===== src/hdl/stopwatch_countdown_timer_menu_defines.svh =====
// Assertion macros for the stopwatch and countdown timer menu block.
`ifndef STOPWATCH_COUNTDOWN_TIMER_MENU_DEFINES_SVH
`define STOPWATCH_COUNTDOWN_TIMER_MENU_DEFINES_SVH

`ifndef ASSERT_OFF
// Implication or plain property checked at every clock edge outside reset.
`define STCM_ASSERT(lbl, ck, rn, prop, msg) \
    lbl: assert property (@(posedge ck) disable iff (!rn) (prop)) else $error(msg);
// Condition that must never be true outside reset.
`define STCM_NEVER(lbl, ck, rn, cond, msg) \
    lbl: assert property (@(posedge ck) disable iff (!rn) !(cond)) else $error(msg);
`else
`define STCM_ASSERT(lbl, ck, rn, prop, msg)
`define STCM_NEVER(lbl, ck, rn, cond, msg)
`endif

`endif


===== src/hdl/stcm_pkg.sv =====
// Shared types and constants of the stopwatch and countdown timer menu block.
`default_nettype none
package stcm_pkg;

    localparam logic [1:0] MODE_MENU      = 2'd0;
    localparam logic [1:0] MODE_STOPWATCH = 2'd1;
    localparam logic [1:0] MODE_TIMER     = 2'd2;

    localparam logic [1:0] RUN_STOPPED = 2'd0;
    localparam logic [1:0] RUN_UP      = 2'd1;
    localparam logic [1:0] RUN_DOWN    = 2'd2;

    localparam logic [1:0] FIELD_SECONDS = 2'd0;
    localparam logic [1:0] FIELD_MINUTES = 2'd1;
    localparam logic [1:0] FIELD_HOURS   = 2'd2;
    localparam logic [1:0] FIELD_NONE    = 2'd3;

    localparam logic [5:0] SEXA_MAX  = 6'd59;
    localparam logic [6:0] HOURS_MAX = 7'd127;

    localparam int unsigned CFG_INDEX_W = 3;
    localparam int unsigned CFG_DATA_W  = 10;

    localparam logic [CFG_INDEX_W-1:0] REG_BUTTON_DIVIDE = 3'd0;
    localparam logic [CFG_INDEX_W-1:0] REG_TICK_DIVIDE   = 3'd1;
    localparam logic [CFG_INDEX_W-1:0] REG_JOY_HIGH      = 3'd2;
    localparam logic [CFG_INDEX_W-1:0] REG_JOY_LOW       = 3'd3;
    localparam logic [CFG_INDEX_W-1:0] REG_CENTER_LOW    = 3'd4;
    localparam logic [CFG_INDEX_W-1:0] REG_CENTER_HIGH   = 3'd5;

    localparam logic [7:0] BUTTON_DIVIDE_RST = 8'd2;
    localparam logic [7:0] TICK_DIVIDE_RST   = 8'd4;
    localparam logic [9:0] JOY_HIGH_RST      = 10'd900;
    localparam logic [9:0] JOY_LOW_RST       = 10'd200;
    localparam logic [9:0] CENTER_LOW_RST    = 10'd400;
    localparam logic [9:0] CENTER_HIGH_RST   = 10'd600;

    typedef struct packed {
        logic [7:0] button_divide;
        logic [7:0] tick_divide;
        logic [9:0] joy_high;
        logic [9:0] joy_low;
        logic [9:0] center_low;
        logic [9:0] center_high;
    } stcm_cfg_t;

    typedef struct packed {
        logic       last_select;
        logic       cursor;
        logic [1:0] mode;
        logic [1:0] run;
        logic [6:0] hours;
        logic [5:0] minutes;
        logic [5:0] seconds;
        logic [1:0] field;
        logic       pin;
    } stcm_state_t;

    // Register contents right after reset.
    localparam stcm_cfg_t CFG_RST = '{
        button_divide: BUTTON_DIVIDE_RST,
        tick_divide:   TICK_DIVIDE_RST,
        joy_high:      JOY_HIGH_RST,
        joy_low:       JOY_LOW_RST,
        center_low:    CENTER_LOW_RST,
        center_high:   CENTER_HIGH_RST
    };

    // The select line is taken as high out of reset; everything else starts cleared.
    localparam stcm_state_t STATE_RST = '{
        last_select: 1'b1,
        cursor:      1'b0,
        mode:        MODE_MENU,
        run:         RUN_STOPPED,
        hours:       7'd0,
        minutes:     6'd0,
        seconds:     6'd0,
        field:       FIELD_SECONDS,
        pin:         1'b0
    };

endpackage
`default_nettype wire


===== src/hdl/stcm_button_scan.sv =====
// Next-state logic for one acted-on button scan: cursor, mode and start/stop.
`default_nettype none
module stcm_button_scan (
    input  stcm_pkg::stcm_state_t state_cur,
    input  logic                  select_level,
    input  logic                  enter_n,
    input  logic                  startstop_n,
    output stcm_pkg::stcm_state_t state_new
);
    import stcm_pkg::*;

    logic enter;
    logic startstop;
    logic cursor_tgl;

    assign enter     = !enter_n;
    assign startstop = !startstop_n;

    always_comb
    begin
        state_new = state_cur;
        cursor_tgl = state_cur.cursor;
        if ((select_level != state_cur.last_select) && (state_cur.mode == MODE_MENU))
        begin
            cursor_tgl = !state_cur.cursor;
        end
        state_new.cursor      = cursor_tgl;
        state_new.last_select = select_level;

        priority if (enter && (state_cur.mode == MODE_MENU) && !cursor_tgl)
        begin
            state_new.mode = MODE_STOPWATCH;
        end
        else if (enter && (state_cur.mode == MODE_MENU))
        begin
            state_new.mode = MODE_TIMER;
        end
        else if (enter)
        begin
            // Return to the menu clears everything but the pin.
            state_new.mode    = MODE_MENU;
            state_new.run     = RUN_STOPPED;
            state_new.cursor  = 1'b0;
            state_new.field   = FIELD_SECONDS;
            state_new.hours   = '0;
            state_new.minutes = '0;
            state_new.seconds = '0;
        end
        else if ((state_cur.mode == MODE_STOPWATCH) && startstop)
        begin
            state_new.run = (state_cur.run == RUN_STOPPED) ? RUN_UP : RUN_STOPPED;
        end
        else if ((state_cur.mode == MODE_TIMER) && startstop)
        begin
            if (state_cur.run == RUN_STOPPED)
            begin
                state_new.run = RUN_DOWN;
                state_new.pin = 1'b0;
            end
            else
            begin
                state_new.run = RUN_STOPPED;
                state_new.pin = 1'b1;
            end
        end
        else
        begin
            state_new.mode = state_cur.mode;
        end
    end

endmodule
`default_nettype wire


===== src/hdl/stcm_second_tick.sv =====
// Next-state logic for one elapsed second: time counting and joystick editing.
`default_nettype none
module stcm_second_tick #(
    parameter int unsigned JOYSTICK_BITS = 10
) (
    input  stcm_pkg::stcm_state_t    state_cur,
    input  stcm_pkg::stcm_cfg_t      cfg,
    input  logic [JOYSTICK_BITS-1:0] joy_x,
    input  logic [JOYSTICK_BITS-1:0] joy_y,
    output stcm_pkg::stcm_state_t    state_new
);
    import stcm_pkg::*;

    // Compare width covers both the samples and the 10-bit thresholds.
    localparam int unsigned CW = (JOYSTICK_BITS > 10) ? JOYSTICK_BITS : 10;
    localparam logic [CW-1:0] JMASK = {CW{1'b1}} >> (CW - JOYSTICK_BITS);

    logic [CW-1:0] jh, jl, cl, ch, x, y;
    logic          edit, xc, yc;
    logic [6:0]    val;
    stcm_state_t   cnt;

    assign jh = CW'(cfg.joy_high) & JMASK;
    assign jl = CW'(cfg.joy_low) & JMASK;
    assign cl = CW'(cfg.center_low) & JMASK;
    assign ch = CW'(cfg.center_high) & JMASK;
    assign x  = CW'(joy_x);
    assign y  = CW'(joy_y);
    assign xc = (x > cl) && (x < ch);
    assign yc = (y > cl) && (y < ch);

    // Counting step.
    always_comb
    begin
        cnt = state_cur;
        if (state_cur.run == RUN_UP)
        begin
            if (state_cur.seconds >= SEXA_MAX)
            begin
                cnt.seconds = '0;
                if (state_cur.minutes >= SEXA_MAX)
                begin
                    cnt.minutes = '0;
                    if (state_cur.hours < HOURS_MAX)
                    begin
                        cnt.hours = state_cur.hours + 7'd1;
                    end
                end
                else
                begin
                    cnt.minutes = state_cur.minutes + 6'd1;
                end
            end
            else
            begin
                cnt.seconds = state_cur.seconds + 6'd1;
            end
        end
        else if (state_cur.run != RUN_STOPPED)
        begin
            if ((state_cur.seconds != '0) || (state_cur.minutes != '0)
                || (state_cur.hours != '0))
            begin
                if (state_cur.seconds == '0)
                begin
                    cnt.seconds = SEXA_MAX;
                    if (state_cur.minutes == '0)
                    begin
                        cnt.minutes = SEXA_MAX;
                        cnt.hours   = state_cur.hours - 7'd1;
                    end
                    else
                    begin
                        cnt.minutes = state_cur.minutes - 6'd1;
                    end
                end
                else
                begin
                    cnt.seconds = state_cur.seconds - 6'd1;
                end
            end
            else
            begin
                // Countdown already at zero: stop and raise the pin.
                cnt.run = RUN_STOPPED;
                cnt.pin = 1'b1;
            end
        end
    end

    assign edit = (cnt.mode == MODE_TIMER) && (cnt.run == RUN_STOPPED);

    // Joystick edits, each step seeing the one before it.
    always_comb
    begin
        state_new = cnt;
        if (edit && (y > jh) && xc && (state_new.field != FIELD_NONE))
        begin
            state_new.field = (state_new.field == FIELD_HOURS) ? FIELD_SECONDS
                                                               : state_new.field + 2'd1;
        end
        if (edit && (y < jl) && xc && (state_new.field != FIELD_NONE))
        begin
            state_new.field = (state_new.field == FIELD_SECONDS) ? FIELD_HOURS
                                                                 : state_new.field - 2'd1;
        end

        unique case (state_new.field)
            FIELD_SECONDS: val = {1'b0, state_new.seconds};
            FIELD_MINUTES: val = {1'b0, state_new.minutes};
            FIELD_HOURS:   val = state_new.hours;
            default:       val = '0;
        endcase

        if (edit && (x > jh) && yc && (state_new.field != FIELD_NONE)
            && (val < {1'b0, SEXA_MAX}))
        begin
            val = val + 7'd1;
        end
        if (edit && (x < jl) && yc && (state_new.field != FIELD_NONE) && (val != '0))
        begin
            val = val - 7'd1;
        end

        unique case (state_new.field)
            FIELD_SECONDS: state_new.seconds = val[5:0];
            FIELD_MINUTES: state_new.minutes = val[5:0];
            FIELD_HOURS:   state_new.hours   = val;
            default:       state_new.hours   = state_new.hours;
        endcase
    end

endmodule
`default_nettype wire


===== src/hdl/stopwatch_countdown_timer_menu.sv =====
// Top level of the stopwatch and countdown timer menu block.
// An accepted input beat is held in the input register, passes through the update logic
// and is registered again in the result register, which drives the result beat.
// One event per clock unless the result register is full and not read. It separates the
// two sides, so input beats keep flowing while it is full and read in the same cycle.
// Reset (rst_n low, asynchronous) clears all control, time and prescale state and
// loads the configuration registers with their default values.
`default_nettype none
`include "stopwatch_countdown_timer_menu_defines.svh"
module stopwatch_countdown_timer_menu #(
    parameter int unsigned JOYSTICK_BITS = 10
) (
    input  logic clk,
    input  logic rst_n,

    // Configuration write port.
    input  logic                                  cfg_we,
    input  logic [stcm_pkg::CFG_INDEX_W-1:0]      cfg_index,
    input  logic [stcm_pkg::CFG_DATA_W-1:0]       cfg_data,

    // Event input stream.
    input  logic                                  s_tvalid,
    output logic                                  s_tready,
    // tdata from bit 0: select_level, enter_n, startstop_n, joy_x, joy_y, zero fill.
    input  logic [((3+2*JOYSTICK_BITS+7)/8)*8-1:0] s_tdata,
    // tuser: operation (0 button scan, 1 time tick).
    input  logic                                  s_tuser,

    // Result output stream.
    output logic                                  m_tvalid,
    input  logic                                  m_tready,
    // tdata from bit 0: mode[1:0], cursor[2], run_state[4:3], hours[11:5],
    // minutes[17:12], seconds[23:18], field_select[25:24], alarm_pin[26], zero fill.
    output logic [31:0]                           m_tdata
);
    import stcm_pkg::*;

    localparam int unsigned IN_W = ((3 + 2 * JOYSTICK_BITS + 7) / 8) * 8;

    // Configuration registers.
    stcm_cfg_t cfg_reg;

    always_ff @(posedge clk or negedge rst_n)
    begin
        if (!rst_n)
        begin
            cfg_reg <= CFG_RST;
        end
        else if (cfg_we)
        begin
            unique case (cfg_index)
                REG_BUTTON_DIVIDE: cfg_reg.button_divide <= cfg_data[7:0];
                REG_TICK_DIVIDE:   cfg_reg.tick_divide   <= cfg_data[7:0];
                REG_JOY_HIGH:      cfg_reg.joy_high      <= cfg_data;
                REG_JOY_LOW:       cfg_reg.joy_low       <= cfg_data;
                REG_CENTER_LOW:    cfg_reg.center_low    <= cfg_data;
                REG_CENTER_HIGH:   cfg_reg.center_high   <= cfg_data;
                default:           cfg_reg <= cfg_reg;
            endcase
        end
    end

    // Input register. The stage moves on whenever the result register can take
    // a beat, which is when it is empty or being read in this cycle.
    logic            in_valid_reg;
    logic [IN_W-1:0] in_data_reg;
    logic            in_op_reg;
    logic            out_free;
    logic            advance;

    assign out_free = !m_tvalid || m_tready;
    assign advance  = in_valid_reg && out_free;
    assign s_tready = !in_valid_reg || out_free;

    always_ff @(posedge clk or negedge rst_n)
    begin
        if (!rst_n)
        begin
            in_valid_reg <= 1'b0;
        end
        else if (s_tready)
        begin
            in_valid_reg <= s_tvalid;
        end
    end

    always_ff @(posedge clk)
    begin
        if (s_tvalid && s_tready)
        begin
            in_data_reg <= s_tdata;
            in_op_reg   <= s_tuser;
        end
    end

    // Unpack the registered event.
    logic                     ev_select;
    logic                     ev_enter_n;
    logic                     ev_startstop_n;
    logic [JOYSTICK_BITS-1:0] ev_joy_x;
    logic [JOYSTICK_BITS-1:0] ev_joy_y;

    assign ev_select      = in_data_reg[0];
    assign ev_enter_n     = in_data_reg[1];
    assign ev_startstop_n = in_data_reg[2];
    assign ev_joy_x       = in_data_reg[3 +: JOYSTICK_BITS];
    assign ev_joy_y       = in_data_reg[3 + JOYSTICK_BITS +: JOYSTICK_BITS];

    // Prescalers: each event kind counts its own beats, and the event is acted
    // on once the count reaches the divide value. A divide of zero acts every time.
    logic [7:0] button_prescale_reg, button_prescale_next;
    logic [7:0] tick_prescale_reg, tick_prescale_next;
    logic [7:0] button_inc, tick_inc;
    logic       button_act, tick_act;

    assign button_inc = button_prescale_reg + 8'd1;
    assign tick_inc   = tick_prescale_reg + 8'd1;
    assign button_act = !in_op_reg && (button_inc >= cfg_reg.button_divide);
    assign tick_act   = in_op_reg && (tick_inc >= cfg_reg.tick_divide);

    always_comb
    begin
        button_prescale_next = button_prescale_reg;
        tick_prescale_next   = tick_prescale_reg;
        if (!in_op_reg)
        begin
            button_prescale_next = button_act ? 8'd0 : button_inc;
        end
        else
        begin
            tick_prescale_next = tick_act ? 8'd0 : tick_inc;
        end
    end

    // State update: one of the two event handlers, or no change.
    stcm_state_t state_reg, state_next;
    stcm_state_t button_state, tick_state;

    stcm_button_scan u_button_scan (
        .state_cur    (state_reg),
        .select_level (ev_select),
        .enter_n      (ev_enter_n),
        .startstop_n  (ev_startstop_n),
        .state_new    (button_state)
    );

    stcm_second_tick #(
        .JOYSTICK_BITS (JOYSTICK_BITS)
    ) u_second_tick (
        .state_cur (state_reg),
        .cfg       (cfg_reg),
        .joy_x     (ev_joy_x),
        .joy_y     (ev_joy_y),
        .state_new (tick_state)
    );

    always_comb
    begin
        priority if (button_act)
        begin
            state_next = button_state;
        end
        else if (tick_act)
        begin
            state_next = tick_state;
        end
        else
        begin
            state_next = state_reg;
        end
    end

    always_ff @(posedge clk or negedge rst_n)
    begin
        if (!rst_n)
        begin
            state_reg           <= STATE_RST;
            button_prescale_reg <= '0;
            tick_prescale_reg   <= '0;
        end
        else if (advance)
        begin
            state_reg           <= state_next;
            button_prescale_reg <= button_prescale_next;
            tick_prescale_reg   <= tick_prescale_next;
        end
    end

    // Result register: every event gives one result beat with the updated state.
    logic        m_tvalid_reg;
    logic [31:0] m_tdata_reg;

    always_ff @(posedge clk or negedge rst_n)
    begin
        if (!rst_n)
        begin
            m_tvalid_reg <= 1'b0;
        end
        else if (out_free)
        begin
            m_tvalid_reg <= in_valid_reg;
        end
    end

    always_ff @(posedge clk)
    begin
        if (advance)
        begin
            m_tdata_reg <= {5'd0, state_next.pin, state_next.field, state_next.seconds,
                            state_next.minutes, state_next.hours, state_next.run,
                            state_next.cursor, state_next.mode};
        end
    end

    assign m_tvalid = m_tvalid_reg;
    assign m_tdata  = m_tdata_reg;

    // A countdown only ever runs in countdown mode, and the pin is low while it runs.
    `STCM_ASSERT(a_down_in_timer, clk, rst_n,
                 (state_reg.run == RUN_DOWN) |-> (state_reg.mode == MODE_TIMER),
                 "countdown running outside countdown mode")
    `STCM_ASSERT(a_pin_low_running, clk, rst_n,
                 (state_reg.run == RUN_DOWN) |-> !state_reg.pin,
                 "alarm pin high while countdown runs")
    // The menu always shows a cleared time with the count stopped.
    `STCM_ASSERT(a_menu_time_clear, clk, rst_n,
                 (state_reg.mode == MODE_MENU) |->
                     ((state_reg.hours == '0) && (state_reg.minutes == '0)
                      && (state_reg.seconds == '0) && (state_reg.run == RUN_STOPPED)),
                 "time not cleared in main menu")

endmodule
`default_nettype wire


===== config.mk =====
export PLATFORM = sky130hd
export DESIGN_NAME = stopwatch_countdown_timer_menu
export DESIGN_NICKNAME = d
export VERILOG_FILES = /design/src/hdl/stcm_pkg.sv /design/src/hdl/stcm_button_scan.sv /design/src/hdl/stcm_second_tick.sv /design/src/hdl/stopwatch_countdown_timer_menu.sv
export VERILOG_INCLUDE_DIRS = /design/src /design/src/hdl
export SDC_FILE = /design/constraint.sdc
export NUM_CORES = 1
export LEC_CHECK = 0
export ABC_AREA = 1
export BUFFER_PORTS_ARGS = -buffer_cell sky130_fd_sc_hd__buf_2
export CAP_MARGIN = 20
export CORE_UTILIZATION = 45
export CTS_CLUSTER_DIAMETER = 80
export DETAILED_ROUTE_END_ITERATION = 8
export GPL_TIMING_DRIVEN = 0
export PLACE_DENSITY = 0.72
export SLEW_MARGIN = 20
export SYNTH_ARGS = -nofsm -noshare
export SYNTH_HDL_FRONTEND = slang
export SYNTH_SLANG_ARGS = --single-unit

===== constraint.sdc =====
create_clock -name clk -period 9.2 [get_ports clk]
set_input_delay 1.38 -clock clk [delete_from_list [all_inputs] [get_ports clk]]
set_output_delay 1.38 -clock clk [all_outputs]
set_load 0.01 [all_outputs]

# [Yosys cells after proc, flatten, opt, wreduce, memory -nomap -nowiden]
# Cells that the tools add are included.
[totals] register_bits=153 input_bits=43 wordCells=172
[classes] add_sub_neg=12 order_cmp=14 eq_ne=15 n_mux=49 n_bitwise=1 n_reduce_logical=59
[op_table] op="24-bit two-way mux" n=3
[op_table] op="21-bit two-way mux" n=2
[op_table] op="7-bit two-way mux" n=6
[op_table] op="10-bit > comparator" n=4
[op_table] op="10-bit less-than comparator" n=4
[op_table] op="19-bit two-way mux" n=2
[op_table] op="6-bit two-way mux" n=6
[op_table] op="28-bit two-way mux" n=1
[op_table] op="1-bit logical AND" n=26
[op_table] op="13-bit two-way mux" n=2
[op_table] op="2-bit two-way mux" n=11
[op_table] op="7-bit case mux with 3 select lines" n=1
[op_table] op="2-bit AND reduction" n=9
[op_table] op="8-bit by 1-bit adder with 8-bit output, second input constant" n=2
[op_table] op="8-bit >= comparator" n=2
[op_table] op="8-bit two-way mux" n=2
[op_table] op="7-bit by 1-bit adder with 7-bit output, second input constant" n=2
[op_table] op="7-bit nonzero test" n=2
[op_table] op="7-bit by 1-bit subtractor with 7-bit output, second input constant" n=2
[op_table] op="6-bit by 1-bit adder with 6-bit output, second input constant" n=2
[op_table] op="6-bit >= comparator, second input constant" n=2
[op_table] op="6-bit zero test" n=2
[op_table] op="1-bit two-way mux" n=12
[op_table] op="6-bit nonzero test" n=2
[op_table] op="19 further kinds" n=41

# [Depth between registers and ports, before layout]
# Gate-level depths: netlist (run 1).
[logic_depth] ltp_word=26 mapped_depth=37

# [Hierarchy]
# From an unflattened synthesis (run 1), not the netlist that was laid out.
[hier_totals] hier_cells=1556 hier_area_um2=11846.4
[by_module_without_submodules] module="stopwatch_countdown_timer_menu" instances=1 cells_per_inst=738 area_per_inst_um2=6991.7 seq_area_each_um2=4105.2
[by_module_without_submodules] module="stcm_second_tick" instances=1 cells_per_inst=735 area_per_inst_um2=4301.6 seq_area_each_um2=0.0
[by_module_without_submodules] module="stcm_button_scan" instances=1 cells_per_inst=83 area_per_inst_um2=553.0 seq_area_each_um2=0.0

# [Least setup slack after synthesis (run 1)]
# Ideal clock, no wire load.
[synth_timing] kind="register to register" from="reg cfg_reg[18] (netlist name)" to="reg m_tdata_reg[12] (netlist: m_tdata[12]) (data pin)" arrival_time_ns=3.781 t_required_ns=8.939 slack_ns=5.158 stages_incl_launch_ff=27 path_buffers=1 synth_period_minus_slack_ns=4.042 cell_sequence="dfstp_2 -> inv_1 -> ha_1 -> nand2_1 -> nor2_1 -> nand2_1 -> o211ai_1 -> nand3_1 -> nor2_4 -> inv_2 -> nor2_2 -> nor2_2 -> nor2_4 -> buf_6 -> nand2_4 -> nor2_1 -> nor2_2 -> nor2_4 -> nand2_4 -> nand2_4 -> xor2_2 -> ha_1 -> nand3_2 -> o21ai_4 -> xor2_2 -> o21ai_1 -> nand2_1"
[synth_rtl] element="start, declared" line="stopwatch_countdown_timer_menu.sv:41" source="stcm_cfg_t cfg_reg;"
[synth_rtl] element="start signal, assigned" line="stopwatch_countdown_timer_menu.sv:58" source="default: cfg_reg <= cfg_reg;"
[synth_rtl] element="end signal, assigned" line="stopwatch_countdown_timer_menu.sv:209" source="m_tdata_reg <= {5'd0, state_next.pin, state_next.field, state_next.seconds,"
[synth_rtl] element="end, declared" line="stopwatch_countdown_timer_menu.sv:191" source="logic [31:0] m_tdata_reg;"

==> metrics.md, run 1 <==
| Metric | Value |
|---|---|
| Status | complete, no violations |
| Crit end category | flip-flop |
| Post-synthesis adder-cell area fraction | 0.1254 |
| Cts hold-fix bufs | 0 |
| Number of placement rows | 55 |
| Core area | 22850 sq um |
| Placed cell count | 1721 |
| CTS resizes | 0 |
| CTS Buf Count | 17 |
| Critical-path maximum fanout | 10 |
| Synth warnings | 0 |
| Max FFs per register | 56 |
| N_diodes | 0 |
| Xor and xnor fraction of the mapped netlist area | 0.02462 |
| Post-synth ARST share | 0.6667 |
| Clk root buf | clkbuf_16 |
| Peak VDD IR | 0.0001544 V |
| Largest net degree at the start of global routing | 68 |
| Area of the multi-input gates | 5544 sq um |
| CP arrival | 5260 ps |
| Met2 Use GR | 0.3700 |
| Sw Share | 0.4752 |
| Crit path buf inv count | 2 |
| Drt first pass iters | 6 |
| Int Power | 1.895 mW |
| Clock Sinks | 153 |
| Share of layout cells above drive strength 1 | 0.1354 |
| Lkg Pwr | 5.968 nW |
| Fillers | 2206 |
| Overall power | 3.611 mW |
| Clock Path Buffers | 2 |
| Die area | 24110 sq um |
| Area occupied by registers | 4105 sq um |
| Hold path cells | 2 |
| Final WL | 27380 um |
| Post-Layout Cell Count | 1753 |
| Busiest layer in global routing | met2 |
| FMAX | 204.4 MHz |
| Worst Max-Slew Pin Slew | 830.4 ps |
| Port Buffers | 70 |
| Io pins | 77 |
| EDFF count, synth | 51 |
| Setup bufs post-CTS | 0 |
| Final ANT Viol Nets | 0 |
| Netlist cell types | 52 |
| Comb pwr share | 0.524 |
| Chip Height | 155.3 um |
| Clock power frac | 0.199 |
| Dominant synthesized flop cell | dfrtp_1 |
| Hold Path Class | reg2reg |
| P_sw | 1.716 mW |
| Final Cycle Share | 0.5317 |
| Initial Util | 0.4628 |
| Critical path's slowest cell | dfstp_2 |
| Reg2Reg Depth | 29 |
| DRC | 0 |
| Initial antenna violation count | 0 |
| Mux cell area share after synthesis | 0.0009467 |
| Pwr/cell area | 301.9 nW/um^2 |
| Reg-to-Reg End | state_reg[4] |
| Global Route met3 Usage | 0.03677 |
| Hold Path Origin | state_reg[27] |
| Worst hold endpoint | state_reg[27] |
| Final nets | 1576 |
| Synthesis-stage register bit count | 153 |
| Final setup vio count | 0 |
| CP Class | reg2reg |
| Clock-pin slew on the worst setup and hold paths | 70 ps |
| Final period demand of the worst path | 4892 ps |
| DP HPWL | 20740 um |
| Reg2reg setup slack | 4310 ps |
| Via-per-instance ratio | 5.230 |
| Seq pwr share | 0.277 |
| Crit start category | flip-flop |
| Post-synthesis cell count | 1333 |
| CTS tree | yes |
| RSZ-0062 raised after global routing | false |
| RR Startpoint | cfg_reg[14] |
| GRT overflow | 0 |
| First-pass GRT wire length | 44330 um |
| Area of the mapped netlist | 10570 sq um |
| Clk_skew | 11.91 ps |
| CP required | 9570 ps |
| DR iter-0 viols | 832 |
| Synth Area in Compound Gates | 0.1432 |
| Final hold vios | 0 |
| Worst-Skew Late Latency | 440 ps |
| Synth Area in Simple Gates | 0.2284 |
| Routability cong. | 0.9686 |
| Mean Syn Cell Area | 7.931 sq um |
| Via count | 9168 |
| Met1 global-route usage | 0.3387 |
| Wire per inst | 15.62 um |
| Max Cap Viol | 0 |
| Die X | 155.3 um |
| Hold slack | 477.2 ps |
| Final Max Slew Viols | 0 |
| Seq/Total Area, Yosys | 0.3883 |
| Setup TNS | 0 ps |
| Vias in the first global route | 8546 |
| CTS H-tree depth | 4 |
| Total Routing Usage GR | 0.2365 |
| Largest family of logic cells by synthesized area | simple AND/OR/NAND/NOR gates |
| Slew headroom | 0.4464 |
| Slowest Stage Delay on Critical Path | 570 ps |
| Top cell family by delay on the critical path | simple AND/OR/NAND/NOR gates |
| Most used cell, CP | nand2_1 |
| Post-layout util | 0.5235 |
| Synthesis-to-finish area growth | 13.12% |
==> area by class of cell <==
class,instances,share of cell area
repair buffers,71,0.03212
plain buffers,32,0.01318
flip-flops and latches,153,0.3432
clock buffers,17,0.03557
inverters,208,0.06528
well taps,313,0.03274
multi-input cells,944,0.4635
clock inverters,15,0.01433
==> per-layer routing <==
metal	vias up	routed length, um
met1	4285	13280
met2	282	11990
li1	4572	-
met5	-	0
met3	29	1663
met4	0	447
==> kinds of logic after synthesis <==
group                      after synthesis
AOI/OAI and AO/OA                      259
xor gates and xnor gates                28
adders and majority gates              106
buffers and inverters                  240
DFF                                    153
muxes                                    1
other                                    1
and+or+nand+nor                        545
==> through the flow <==
step	area [sq um]	setup slack, ps
after floorplan	10590	5158
after global placement	11330	4398
after detailed placement	11360	4361
after CTS	11960	4330
after global routing	11960	3754
final	11960	4308
==> power by group through the flow <==
stage                     Combinational [mW]  Clock [mW]  Sequential [mW]
after floorplan                         1.38           0             1.00
after global placement                  1.83           0             1.01
after detailed placement                1.86           0             1.01
after CTS                               1.87       0.725             1.00
after global routing                    2.13       0.748             1.02
final                                   1.89       0.718             1.00
==> cell usage in the layout (no fill, tap or decap), types with 4 or more instances in the layout <==
cell | Yosys | layout
dfstp_2 | 17 | 17
nor3_1 | 12 | 12
o22ai_1 | 11 | 11
conb_1 | 1 | 5
edfxtp_1 | 51 | 51
a21oi_1 | 64 | 64
inv_8 | 0 | 5
nor2_2 | 9 | 9
o21ai_0 | 119 | 119
nand3_1 | 70 | 70
nand2_2 | 8 | 8
ha_1 | 106 | 106
xor2_1 | 25 | 25
o21a_1 | 18 | 18
o21ai_1 | 7 | 7
dfrtp_1 | 85 | 85
clkbuf_16 | 0 | 17
nand2_4 | 6 | 6
inv_1 | 200 | 199
buf_4 | 6 | 6
o221ai_1 | 4 | 4
o21bai_2 | 7 | 7
a21o_1 | 4 | 4
nand2_1 | 310 | 310
inv_2 | 7 | 8
nand4_1 | 13 | 13
nor2_4 | 9 | 9
buf_2 | 6 | 75
clkbuf_1 | 17 | 17
nand3_2 | 9 | 9
nor2_1 | 92 | 92
==> worst min-delay path: stages (launching register included) <==
cell and delay (ps):
dfstp_2 370, nand2_1 50, nand2_1 50
==> synth_stat cells (all sizes together) (4+ instances only) <==
cell type | count | area, sq um
a21o | 4 | 30.03
a21oi | 64 | 320.3
buf | 15 | 93.84
clkbuf | 17 | 63.81
dfrtp | 85 | 2127
dfstp | 17 | 446.7
edfxtp | 51 | 1531
ha | 106 | 1326
inv | 207 | 777.0
nand2 | 324 | 1281
nand3 | 79 | 440.4
nand4 | 13 | 81.33
nor2 | 110 | 503.0
nor3 | 12 | 60.06
o21a | 18 | 135.1
o21ai | 129 | 671.9
o21bai | 9 | 93.84
o221ai | 4 | 35.03
o22ai | 11 | 68.82
xor2 | 27 | 251.5
==> how the worst max path moves through the flow <==
stage / start / cells after the start / slack [ps] / endpoint
2_1_floorplan: cfg_reg[18] / 26 / 5160 / m_tdata[12]
3_3_place_gp: cfg_reg[4] / 30 / 4400 / state_reg[6]
3_5_place_dp: cfg_reg[14] / 26 / 4360 / m_tdata[12]
4_1_cts: cfg_reg[14] / 26 / 4330 / m_tdata[12]
5_1_grt: cfg_reg[14] / 29 / 3750 / state_reg[7]
6_report: cfg_reg[14] / 29 / 4310 / state_reg[4]
Note: power is estimated with default switching activity, not from simulation.
==> run 2, diff against run 1 <==
==> constraint.sdc (replaced) <==
create_clock -name clk -period 4.6 [get_ports clk]
set_input_delay 0.69 -clock clk [delete_from_list [all_inputs] [get_ports clk]]
set_output_delay 0.69 -clock clk [all_outputs]
set_load 0.01 [all_outputs]
==> run 2 against run 1 <==
Net effect: sequential power up 100%; sequential cell count stayed put; clock-buffer cell count unchanged; register-to-register slack worse by 4200 ps; first-iteration DRC count down 2.4%; die area unchanged; setup slack lost 4200 ps; critical path depth did not move; global-route usage up 0.065 points; largest cell class unchanged; largest power group unchanged.
==> metrics.md, run 2 (same netlist as run 1, synthesis figures left out) <==
| Metric | Value |
|---|---|
| Status | complete, no violations |
| Core area | 22850 sq um |
| Worst-Skew Late Latency | 440 ps |
| Final Max Slew Viols | 0 |
| Worst Max-Slew Pin Slew | 835.3 ps |
| Overall power | 7.812 mW |
| CTS Buf Count | 17 |
| RR Startpoint | cfg_reg[14] |
| Final period demand of the worst path | 4471 ps |
| CTS tree | yes |
| Hold Path Class | in2async |
| Port Buffers | 70 |
| Vias in the first global route | 8573 |
| Hold slack | 142.8 ps |
| Peak VDD IR | 0.0003112 V |
| Final nets | 1604 |
| Clock Path Buffers | 2 |
| Lkg Pwr | 6.158 nW |
| CP arrival | 4640 ps |
| Initial antenna violation count | 0 |
| Placed cell count | 1721 |
| Commonest cells after routing, fill and taps aside | nand2_1 (295), inv_1 (193), o21ai_0 (117), ha_1 (104), dfrtp_1 (85) |
| Largest net degree at the start of global routing | 68 |
| N_diodes | 0 |
| Crit start category | flip-flop |
| Synthesis-to-finish area growth | 18.02% |
| Post-Layout Cell Count | 1781 |
| Clock Sinks | 153 |
| Top cell family by delay on the critical path | simple AND/OR/NAND/NOR gates |
| Clock-pin slew on the worst setup and hold paths | 70 ps |
| Sw Share | 0.4742 |
| Final hold vios | 0 |
| Reg2reg setup slack | 130 ps |
| Clk_skew | 12.71 ps |
| Post-layout util | 0.5462 |
| Placed Area | 11360 sq um |
| Seq pwr share | 0.257 |
| CP required | 4770 ps |
| Setup TNS | 0 ps |
| DR iter-0 viols | 812 |
| Slew headroom | 0.4431 |
| Crit path buf inv count | 5 |
| Io pins | 77 |
| Routability cong. | 0.9686 |
| Share of layout cells above drive strength 1 | 0.1785 |
| Commonest non-fill, non-tap cell in the layout | nand2_1 |
| Int Power | 4.108 mW |
| Final Cycle Share | 0.9720 |
| Wire per inst | 15.87 um |
| DRC | 0 |
| Worst slack, placed | -238.8 ps |
| GRT overflow | 0 |
| Total Routing Usage GR | 0.2371 |
| Final WL | 28260 um |
| Number of placement rows | 55 |
| Via count | 9370 |
| Via-per-instance ratio | 5.261 |
| CTS H-tree depth | 4 |
| Final ANT Viol Nets | 0 |
| Critical path's slowest cell | dfstp_2 |
| Clock power frac | 0.184 |
| P_sw | 3.704 mW |
| Final worst slack | 129.0 ps |
| Initial Util | 0.4628 |
| Max Cap Viol | 0 |
| Die X | 155.3 um |
| Die area | 24110 sq um |
| Crit end category | flip-flop |
| Pwr/cell area | 626.1 nW/um^2 |
| Slowest Stage Delay on Critical Path | 580 ps |
| Critical-path maximum fanout | 9 |
| FMAX | 223.7 MHz |
| Chip Height | 155.3 um |
| Reg2Reg Depth | 29 |
| Final setup vio count | 0 |
| Cts hold-fix bufs | 0 |
| Drt first pass iters | 5 |
| Reg-to-Reg End | m_tdata[12] |
| Comb pwr share | 0.559 |
| Clk root buf | clkbuf_16 |
| Max FFs per register | 56 |
| CP Class | reg2reg |
| First-pass GRT wire length | 44460 um |
| Most used cell, CP | nor2_4 |
| DP HPWL | 20740 um |
| Final instance area | 12480 sq um |
==> run 2: worst reg2reg max path: cells and delay by family (launching register included) <==
kind                       cells  cell delay [ps]
AOI/OAI and AO/OA              3              450
xor gates and xnor gates       1              170
adders and majority gates      2              440
buffers and inverters          5              560
DFF                            1              580
and+or+nand+nor               18             1990
==> run 2: how the worst max path moves through the flow <==
stage                startpoint       endpoint  cells after the start
floorplan           cfg_reg[18]    m_tdata[12]                     26
global placement     cfg_reg[4]   state_reg[6]                     30
detailed placement  cfg_reg[14]    m_tdata[12]                     26
CTS                 cfg_reg[14]    m_tdata[11]                     31
global route        cfg_reg[14]  state_reg[10]                     30
finish              cfg_reg[14]    m_tdata[12]                     29
==> run 2: final cells by class <==
type | instances | area, sq um
Tap cell | 313 | 391.6
Clock inverter | 15 | 171.4
Clock buffer | 17 | 425.4
Fill cell | 2139 | 10370
Buffer | 32 | 168.9
Multi-Input combinational cell | 944 | 5791
Sequential cell | 153 | 4105
Inverter | 208 | 780.7
Timing Repair Buffer | 99 | 644.4
==> run 2: repair_timing <==
item                                    CTS  global route
buffers inserted                          3            24
endpoints found under the setup margin   38            38
hold endpoints to repair                  0             0
gates resized for setup                   4            64
pin swaps                                 4            24
cloned                                    0             1
==> run 2: power by group through the flow <==
| stage | sequential [mW] | clock, mW | combinational [mW] |
|---|---|---|---|
| floorplan | 2.00 | 0 | 2.76 |
| global placement | 2.02 | 0 | 3.66 |
| detailed placement | 2.02 | 0 | 3.72 |
| CTS | 2.00 | 1.45 | 3.80 |
| global route | 2.05 | 1.50 | 4.84 |
| finish | 2.01 | 1.44 | 4.37 |
==> run 2: layer usage <==
layer / share of wire / routed length, um / up-vias / track usage
met5: 0 / 0 / - / 0
met1: 0.48 / 13480 / 4404 / 0.3395
met3: 0.060 / 1700 / 32 / 0.03677
met4: 0.016 / 461 / 0 / 0.06629
met2: 0.45 / 12620 / 308 / 0.3713
li1: - / - / 4626 / -
